`src/hdl/stsi_pkg.sv`:
```
`default_nettype none

package stsi_pkg;

   localparam int unsigned FIELD_W    = 32;
   localparam int unsigned NUM_LANES  = 6;
   localparam int unsigned IDX_W      = 22;
   localparam int unsigned COMP_W     = 3;
   localparam int unsigned CSR_IDX_W  = 2;
   localparam int unsigned CSR_DATA_W = 13;
   localparam int unsigned POS_Z_W    = 14;
   localparam int unsigned NUM_W      = 38;   // stencil numerators, signed
   localparam int unsigned DIV_X_W    = 33;   // scaled magnitude fed to the divide-by-3
   localparam int unsigned WORD_W     = NUM_LANES * FIELD_W;
   localparam int unsigned REQ_DATA_W = 9 * FIELD_W;
   localparam int unsigned RSP_DATA_W = 248;

   // magnitude at which the quotient reaches 2^31
   localparam logic [DIV_X_W-1:0] DIV_CLAMP = 33'h1_8000_0000;
   localparam logic [COMP_W-1:0]  LAST_COMP = 3'd5;

   typedef enum logic [CSR_IDX_W-1:0] {
      CSR_CELLS_X = 2'd0,
      CSR_CELLS_Y = 2'd1,
      CSR_CELLS_Z = 2'd2
   } csr_index_type;

   // fetch order of the stencil taps
   typedef enum logic [2:0] {
      TAP_WMZ = 3'd0,
      TAP_W0  = 3'd1,
      TAP_WX  = 3'd2,
      TAP_WMX = 3'd3,
      TAP_WY  = 3'd4,
      TAP_WMY = 3'd5
   } tap_sel_type;

   typedef logic signed [FIELD_W-1:0] field_type;

   typedef struct packed {
      field_type w0;
      field_type wx;
      field_type wmx;
      field_type wy;
      field_type wmy;
      field_type wz;
      field_type wmz;
   } stencil_taps_type;

   typedef struct packed {
      field_type center;
      field_type slope_x;
      field_type slope_y;
      field_type slope_z;
      field_type curve_x;
      field_type curve_y;
      field_type curve_z;
   } stencil_result_type;

   typedef struct packed {
      logic      valid;
      stencil_result_type res;
   } lane_out_type;

   // floor(y/3) for y < 2^18, by reciprocal multiply
   function automatic logic [16:0] div3(input logic [17:0] y);
      logic [37:0] p;
      p = 38'(y) * 38'd349526;
      return p[36:20];
   endfunction

   function automatic field_type sat_add(input field_type a, input field_type b);
      logic signed [FIELD_W:0] s;
      s = {a[FIELD_W-1], a} + {b[FIELD_W-1], b};
      if (s[FIELD_W] != s[FIELD_W-1]) begin
         return s[FIELD_W] ? 32'sh8000_0000 : 32'sh7FFF_FFFF;
      end
      return s[FIELD_W-1:0];
   endfunction

endpackage

`default_nettype wire

```
`src/hdl/stsi_merge.sv`:
```
`default_nettype none

// Holds the six lane results of one voxel and sends them one per transaction.
module stsi_merge (
   input  wire logic                                clock,
   input  wire logic                                reset,
   input  wire logic                                in_valid,
   output logic                                     in_ready,
   input  stsi_pkg::stencil_result_type             in_res [stsi_pkg::NUM_LANES],
   input  wire logic [stsi_pkg::IDX_W-1:0]          in_idx,
   output logic                                     rsp_tvalid,
   input  wire logic                                rsp_tready,
   output logic [stsi_pkg::RSP_DATA_W-1:0]          rsp_tdata,
   output logic [stsi_pkg::COMP_W-1:0]              rsp_tuser,
   output logic                                     rsp_tlast
);

   stsi_pkg::stencil_result_type  buf_ff [stsi_pkg::NUM_LANES];
   logic [stsi_pkg::IDX_W-1:0]    idx_ff;
   logic                          busy_ff, busy_in;
   logic [stsi_pkg::COMP_W-1:0]   comp_ff, comp_in;
   logic                          load;
   logic                          last;
   stsi_pkg::stencil_result_type  cur;

   assign last     = (comp_ff == stsi_pkg::LAST_COMP);
   assign in_ready = !busy_ff || (rsp_tready && last);
   assign load     = in_valid && in_ready;

   always_comb begin
      busy_in = busy_ff;
      comp_in = comp_ff;
      if (load) begin
         busy_in = 1'b1;
         comp_in = '0;
      end else if (busy_ff && rsp_tready) begin
         if (last) begin
            busy_in = 1'b0;
         end else begin
            comp_in = comp_ff + 3'd1;
         end
      end
   end

   always_ff @(posedge clock) begin
      if (reset) begin
         busy_ff <= 1'b0;
         comp_ff <= '0;
      end else begin
         busy_ff <= busy_in;
         comp_ff <= comp_in;
      end
   end

   always_ff @(posedge clock) begin
      if (load) begin
         buf_ff <= in_res;
         idx_ff <= in_idx;
      end
   end

   assign cur        = buf_ff[comp_ff];
   assign rsp_tvalid = busy_ff;
   assign rsp_tuser  = comp_ff;
   assign rsp_tlast  = last;
   assign rsp_tdata  = {2'b00, cur.curve_z, cur.curve_y, cur.curve_x,
                        cur.slope_z, cur.slope_y, cur.slope_x, cur.center, idx_ff};

endmodule

`default_nettype wire

```
`config.mk`:
```
export PLATFORM = sky130hd
export DESIGN_NAME = stsi_merge
export DESIGN_NICKNAME = d
export VERILOG_FILES = /design/src/hdl/stsi_pkg.sv /design/src/hdl/stsi_merge.sv
export SDC_FILE = /design/constraint.sdc
export NUM_CORES = 1
export LEC_CHECK = 0
export ABC_AREA = 1
export BUFFER_PORTS_ARGS = -buffer_cell sky130_fd_sc_hd__buf_2
export CAP_MARGIN = 10
export CORE_AREA = 5 5 629 631
export CTS_BUF_LIST = sky130_fd_sc_hd__clkbuf_2
export CTS_CLUSTER_SIZE = 28
export DETAILED_ROUTE_END_ITERATION = 12
export DIE_AREA = 0 0 634 636
export GPL_TIMING_DRIVEN = 0
export PLACE_DENSITY = 0.3
export SYNTH_ARGS = -nofsm -noshare
export SYNTH_HDL_FRONTEND = slang
export SYNTH_SLANG_ARGS = --single-unit
```
`constraint.sdc`:
```
create_clock -name clock -period 40 [get_ports clock]
set_clock_uncertainty 0.1 [all_clocks]
set_input_delay 8 -clock clock [delete_from_list [all_inputs] [get_ports clock]]
set_output_delay 8 -clock clock [all_outputs]
set_load 0.05 [all_outputs]
```
[Word-level counts from Yosys, hierarchy flattened]
Cells that the tools add are included.
Widths: inputs -> output; s select.
Word-level totals
  memory bits (writable): 0
  memories: 0
  latch bits: 0
  bits in registers: 1370
  ROM bits: 0
  word-level logic and storage cells: 66
Cells by class
  multiply operators: 0
  shifts and indexed selects: 0
  div/mod/pow operators: 0
  muxes and demuxes: 6
  equal/unequal tests: 1
  add/sub/neg operators: 1
  magnitude comparators: 1
  reductions and logical operators: 10
  bitwise operators: 2
Operator list (count)
  $bmux 224 s3: 1
  $mux 224: 2
  $ge 4x4->1 const B: 1
  $not 3->4: 1
  $reduce_and 2->1: 2
  $reduce_bool 2->1: 2
  $add 3x1->3 const B: 1
  $eq 3x3->1 const B: 1
  $logic_and 1x1->1: 3
  $mux 1: 3
  $reduce_or 2->1: 1
  $logic_not 1->1: 1
  $logic_or 1x1->1: 1
  $not 1->1: 1

[Depth between registers and ports, before layout]
Gate-level depths: netlist (run 1).
  depth in word-level cells: 6
  mapped depth: 9
  depth with buffers taken out: 8

[Worst setup path before layout (run 1)]
OpenSTA, ideal clock, no wires.
  path type: input port to flip-flop
  from: input port rsp_tready
  to: register buf_ff[0] (netlist bit) (enable)
  stages: 4
  library setup time: 1.690 ns
  arrival time: 34.796 ns
  slack: 3.413 ns
  required time: 38.210 ns
  cell sequence: nand3_1 nand2_1 nand2_1 inv_1
Between the ends
  cells in the longest elaborated chain, start to end: 3
Ends and longest elaborated chain
  from (decl): line stsi_merge.sv:12  | input wire logic rsp_tready,
  $logic_and 1x1->1: line stsi_merge.sv:27  | assign in_ready = !busy_ff || (rsp_tready && last);
  $logic_or 1x1->1: line stsi_merge.sv:27
  named net in_ready: line stsi_merge.sv:8  | output logic in_ready,
  $logic_and 1x1->1: line stsi_merge.sv:28  | assign load = in_valid && in_ready;
  to (signal assigned): line stsi_merge.sv:57  | buf_ff <= in_res;
  to (decl): line stsi_merge.sv:18  | stsi_pkg::stencil_result_type buf_ff [stsi_pkg::NUM_LANES];
The timed path passes the listed nets, and every way through them passes these cells.
A chain may end at the register's enable or synchronous reset.

[Worst setup path in the final report (run 1)]
  from: input port rsp_tready
  to: output port in_ready
Between the ends
  cells in the longest elaborated chain, start to end: 2
Ends and longest elaborated chain (line)
  $logic_and 1x1->1: stsi_merge.sv:27
  $logic_or 1x1->1: stsi_merge.sv:27
  to (decl): stsi_merge.sv:8
Every way passes these cells.

==> out/metrics.cfg, run 1 <==
[sta]
finalCritPeriodShare_pct = 42.2
hold_viol_final = 0
rsz0062_at_grt = no
drv_slew = 0
final-setup-viol-count = 0
min_period_ps = 16880
max_slew_margin_pct = 29.8
worst_pin_slew_ps = 1050
clock.fmax_mhz = 59.2
setup_tns_ps = 0

[layout]
drive_gt1_share_pct = 33.4
multi_input_comb_area_um2 = 11400
ff_latch_area_um2 = 41100
finalNetCount = 8449
fill_cells = 43600
syn_to_final_growth_pct = 33.3

[global_route]
grt_pass1_vias = 47000
grt_max_degree = 117
track_usage_pct = 15.3
grt_antenna_before_repair = 449
grt_pass1_wl_um = 419000
overflow = 0

[logic_synthesis]
synthArstFlopShare_pct = 0
yosys-top-cells-area = edfxtp_1 72%, nand2_1 10%, inv_1 5.9%
synth-edff-count = 1366
ys_seq_area_share_pct = 72.1
yosysTopAreaCell = edfxtp_1
synth_cell_types = 21
synth_top_area_share_pct = 71.9
synthCells = 5013
synth.most_common_cell = nand2_1
yosysWarnings = 0
synth_commonest_cells = 1580 x nand2_1, 1366 x edfxtp_1, 903 x inv_1, 452 x nand3_1, 224 x o211ai_1
netlist_area_um2 = 57000
synth_area_per_cell_um2 = 11.4
synth-main-ff-cell = edfxtp_1
ys_seq_elements = 1370

[place]
gp_congestion = 0.841
dpl.hpwl_um = 255000
numPortBuffers = 1621

[floorplan]
core_um2 = 389000
die_x_um = 634
die_area_um2 = 403000
num_rows = 229
ios = 1624
die_h_um = 636
initial_utilization_pct = 14.7

[routing]
vias = 45800
drtPass1Iterations = 5
drt_wl_total_um = 322000
wl_per_cell_um = 25.4
drc = 0
vias_per_cell = 3.61
drt_iter0_markers = 3049
ant_nets = 0

[clock_network]
cts_buffers = 426
tritoncts = built
cts_max_path_buffers = 4
clock_sinks = 1370
post_cts_buffers = 0
cts.clk_slew.worst_paths_ps = 80
clock_latency_ps = 1870
cts_root_buf = clkbuf_2
htree_levels = 5
post_cts_resized = 0
cts_hold_buf = 0

[worst_setup_path]
crit_type = input pin to primary output
crit_fanout = 3
worst_setup_path_start_kind = input pin
end_kind = primary output
crit_required_ps = 31900
arrival_ps = 8780

[power_and_ir_drop]
p_leak_nw = 34.4
power_density_nw_per_um2 = 42.5
vdd_drop_max_uv = 20.8
finalPower_mw = 3.23

[status]
status = complete, no violations

[min_path]
hold_path.class = flop to flop

[flow_run]
maxCapViolCount = 0

==> per-stage QoR <==
stage                     setup WS (ps)  cell area (µm²)  hold slack, ps  util (%)  cells
after floorplan                    3410            57000             708         -   5014
after global placement           -13020            71700             459      18.4  11800
after detailed placement          23020            72000             454      18.5  11800
after CTS                         23020            75800             470      19.5  12600
after global routing              23020            75800             509      19.5  12600
final                             23120            76000             468      19.6  12700
==> cell usage in the layout (no fill, tap or decap), types with 50 or more instances in the layout <==
cell,count
nand3_1,452
clkbuf_1,62
nand2_1,1580
edfxtp_1,1366
or2_0,50
o211ai_1,224
inv_1,902
clkbuf_2,605
diode_2,106
or2_1,171
buf_2,1789
clkinv_1,89
==> sequential cells by signal, summed over array words and instances, names as in the netlist <==
name        cells
buf_ff       1344
idx_ff         22
rsp_tuser       3
rsp_tvalid      1
==> report_power, final <==
group | switching [mW] | internal [mW] | leakage [nW]
Clock | 0.709 | 0.428 | 2.84
Sequential | 0.0234 | 1.69 | 13.1
Combinational | 0.279 | 0.109 | 18.4
Total | 1.01 | 2.22 | 34.4
==> area by class of cell <==
type	count	area share (%)
Buffer	248	1.56
Antenna cell	106	0.349
Multi-Input combinational cell	2490	14.9
Tap cell	5197	8.55
Timing Repair Buffer	1635	11.2
Sequential cell	1370	54.1
Inverter	906	4.48
Clock buffer	605	3.98
Clock inverter	131	0.913
==> cell families after synthesis <==
family	synth area share, %
AND/OR/NAND/NOR	16.9
flip-flops	72.1
buffers and inverters	8.04
AO/OA/AOI/OAI	2.96
adder cells (fa/ha/maj)	0.0439
other	0.00658
==> worst max-delay path: stages <==
cell and delay [ps]:
buf_2 110, nand3_1 70, nand2_1 120, buf_2 430
==> final timing paths <==
| kind | startpoint | endpoint | slack (ps) | depth (start not counted) |
|---|---|---|---|---|
| max | rsp_tready | in_ready | 23120 | 4 |
| min | rsp_tvalid | rsp_tvalid | 470 | 2 |
| max reg2reg | rsp_tuser[1] | buf_ff[535] | 34100 | 12 |
| min reg2reg | rsp_tvalid | rsp_tvalid | 470 | 2 |
==> routing by layer <==
metal	GRT usage, %	up-vias	routed length, µm
met4	4.03	184	11200
met3	4.40	1050	24600
met5	0	-	1110
li1	-	20900	-
met1	16.3	21400	114000
met2	29.1	2196	171000
Note: power is estimated with default switching activity, not from simulation.
==> run 2: changes to the inputs <==
clock period = 17.5 ns   (was 40 ns; I/O delays follow)
==> out/metrics.cfg, run 2 (synthesized netlist as in run 1, its figures left out) <==
[routing]
vias_per_cell = 3.63
drt_wl_total_um = 323000
wl_per_cell_um = 25.4
drtPass1Iterations = 6
drt_iter0_markers = 2713
vias = 46100
ant_nets = 0
drc = 0

[min_path]
hold_end = rsp_tvalid
hold_depth = 2
hold_path.class = flop to flop
min_from = rsp_tvalid

[global_route]
use_met3_pct = 4.62
overflow = 0
grt_pass1_vias = 46900
gr-max-usage-layer = met2
met1_usage_pct = 16.2
grt_pass1_wl_um = 419000
grt_max_degree = 45
track_usage_pct = 15.3
gr-usage-met2_pct = 29.2
grt_antenna_before_repair = 433

[worst_setup_path]
end_kind = primary output
worst_path_max_delay_cell = nor2_8
ff2ff_path_depth = 14
cp.depth = 7
arrival_ps = 5490
path_cells = inv_2 -> nor2_8 -> buf_4 -> buf_2 -> o211ai_1 -> nand2_1 -> buf_2
crit_required_ps = 13900
crit_fanout = 11
r2r-end = buf_ff[994]
crit_buf_inv = 4
cp_top_family = buffers and inverters
worst_setup_path_start_kind = flop
slowest_delay_ps = 540
rr_startpoint = rsp_tuser[1]
crit_path_frequent_cell = buf_2
r2r_slack_ps = 12650
crit_type = flop to primary output

[power_and_ir_drop]
finalPower_mw = 7.42
p_leak_nw = 34.5
comb_power_share_pct = 12.2
power_density_nw_per_um2 = 97.0
swShare_pct = 30.9
p_seq_share_pct = 52.7
p_int_mw = 5.13
clockPowerShare_pct = 35.1
vdd_drop_max_uv = 43.7
p_sw_mw = 2.29

[sta]
setup_tns_ps = 0
clock.fmax_mhz = 110
min_period_ps = 9090
finalCritPeriodShare_pct = 51.9
worst_pin_slew_ps = 1050
max_slew_margin_pct = 30.3
drv_slew = 0
rsz0062_at_grt = no
final-setup-viol-count = 0
hold_viol_final = 0

[clock_network]
post_cts_buffers = 0
cts.clk_slew.worst_paths_ps = 90
cts_max_path_buffers = 4
clock_sinks = 1370
post_cts_resized = 0
cts_hold_buf = 0
cts_buffers = 419
clock_latency_ps = 1810
cts_root_buf = clkbuf_2
tritoncts = built
htree_levels = 5

[layout]
drive_gt1_share_pct = 33.6
final_common_cell = buf_2
top_register = buf_ff
syn_to_final_growth_pct = 34.1
finalNetCount = 8470
final_cell_mix = 1789 x buf_2, 1578 x nand2_1, 1366 x edfxtp_1
final_cells = 12700
largest_reg_flops = 1344

[place]
gp_congestion = 0.832
dpl.hpwl_um = 258000
placed_cells = 11900
numPortBuffers = 1621

[floorplan]
ios = 1624
die_h_um = 636
core_um2 = 389000
die_area_um2 = 403000
die_x_um = 634
num_rows = 229
initial_utilization_pct = 14.7

[flow_run]
maxCapViolCount = 0

[status]
status = complete, no violations

## run 2: cell types whose count changed in the layout (fill, tap and decap cells not counted), moves of 4 or more
cell	delta
clkbuf_2	-13
buf_16	-13
bufinv_16	+4
clkinv_1	-6
buf_12	+40
clkinv_2	-10
## run 2: worst register-to-register path, stage by stage, from the launching register on
cell and delay, ps:
dfxtp_1 340, inv_2 520, clkbuf_1 580, ha_1 340
nand3_4 110, nand2_8 100, nand2_4 70, clkinvlp_4 390
buf_16 230, buf_12 250, buf_12 300, buf_12 240
buf_12 290, buf_12 300, buf_12 260
## run 2: routing by layer
layer,vias up,part of all wire (%)
li1,21000,-
met1,21700,36
met2,2248,53
met3,1050,7.8
met4,164,3.4
met5,-,0.32
## run 2: cell type report
type	instances	area (µm²)
diodes	106	265
plain buffers	248	1190
clock buffers	592	2960
clock inverters	118	709
fillers	43600	312000
inverters	906	3400
multi-input cells	2490	11400
flip-flops and latches	1370	41100
well taps	5197	6500
repair buffers	1663	8950
## run 2: power groups by stage
stage / clock network, mW / registers, mW / logic (mW)
4_1_cts: 2.80 / 3.91 / 0.938
2_1_floorplan: 0 / 4.16 / 0.440
6_report: 2.61 / 3.91 / 0.906
5_1_grt: 2.94 / 3.93 / 0.985
3_3_place_gp: 0 / 4.29 / 0.898
3_5_place_dp: 0 / 3.99 / 0.934
## run 2: worst max path at each step
stage / startpoint / end / slack (ps)
after floorplan: rsp_tready / buf_ff[0] / -7440
after global placement: rsp_tready / buf_ff[306] / -20910
after detailed placement: rsp_tready / in_ready / 9520
after CTS: rsp_tuser[2] / rsp_tdata[140] / 7260
after global routing: rsp_tuser[2] / rsp_tdata[140] / 7690
final: rsp_tuser[2] / rsp_tdata[140] / 8410
## run 2: through the flow
step | worst slack [ps] | util [%] | area (µm²) | hold WS [ps]
2_1_floorplan | -7440 | - | 57100 | 737
3_3_place_gp | -20910 | 18.5 | 71700 | 472
3_5_place_dp | 9520 | 18.7 | 72500 | 492
4_1_cts | 7260 | 19.6 | 76200 | 501
5_1_grt | 7690 | 19.6 | 76300 | 536
6_report | 8410 | 19.7 | 76500 | 495
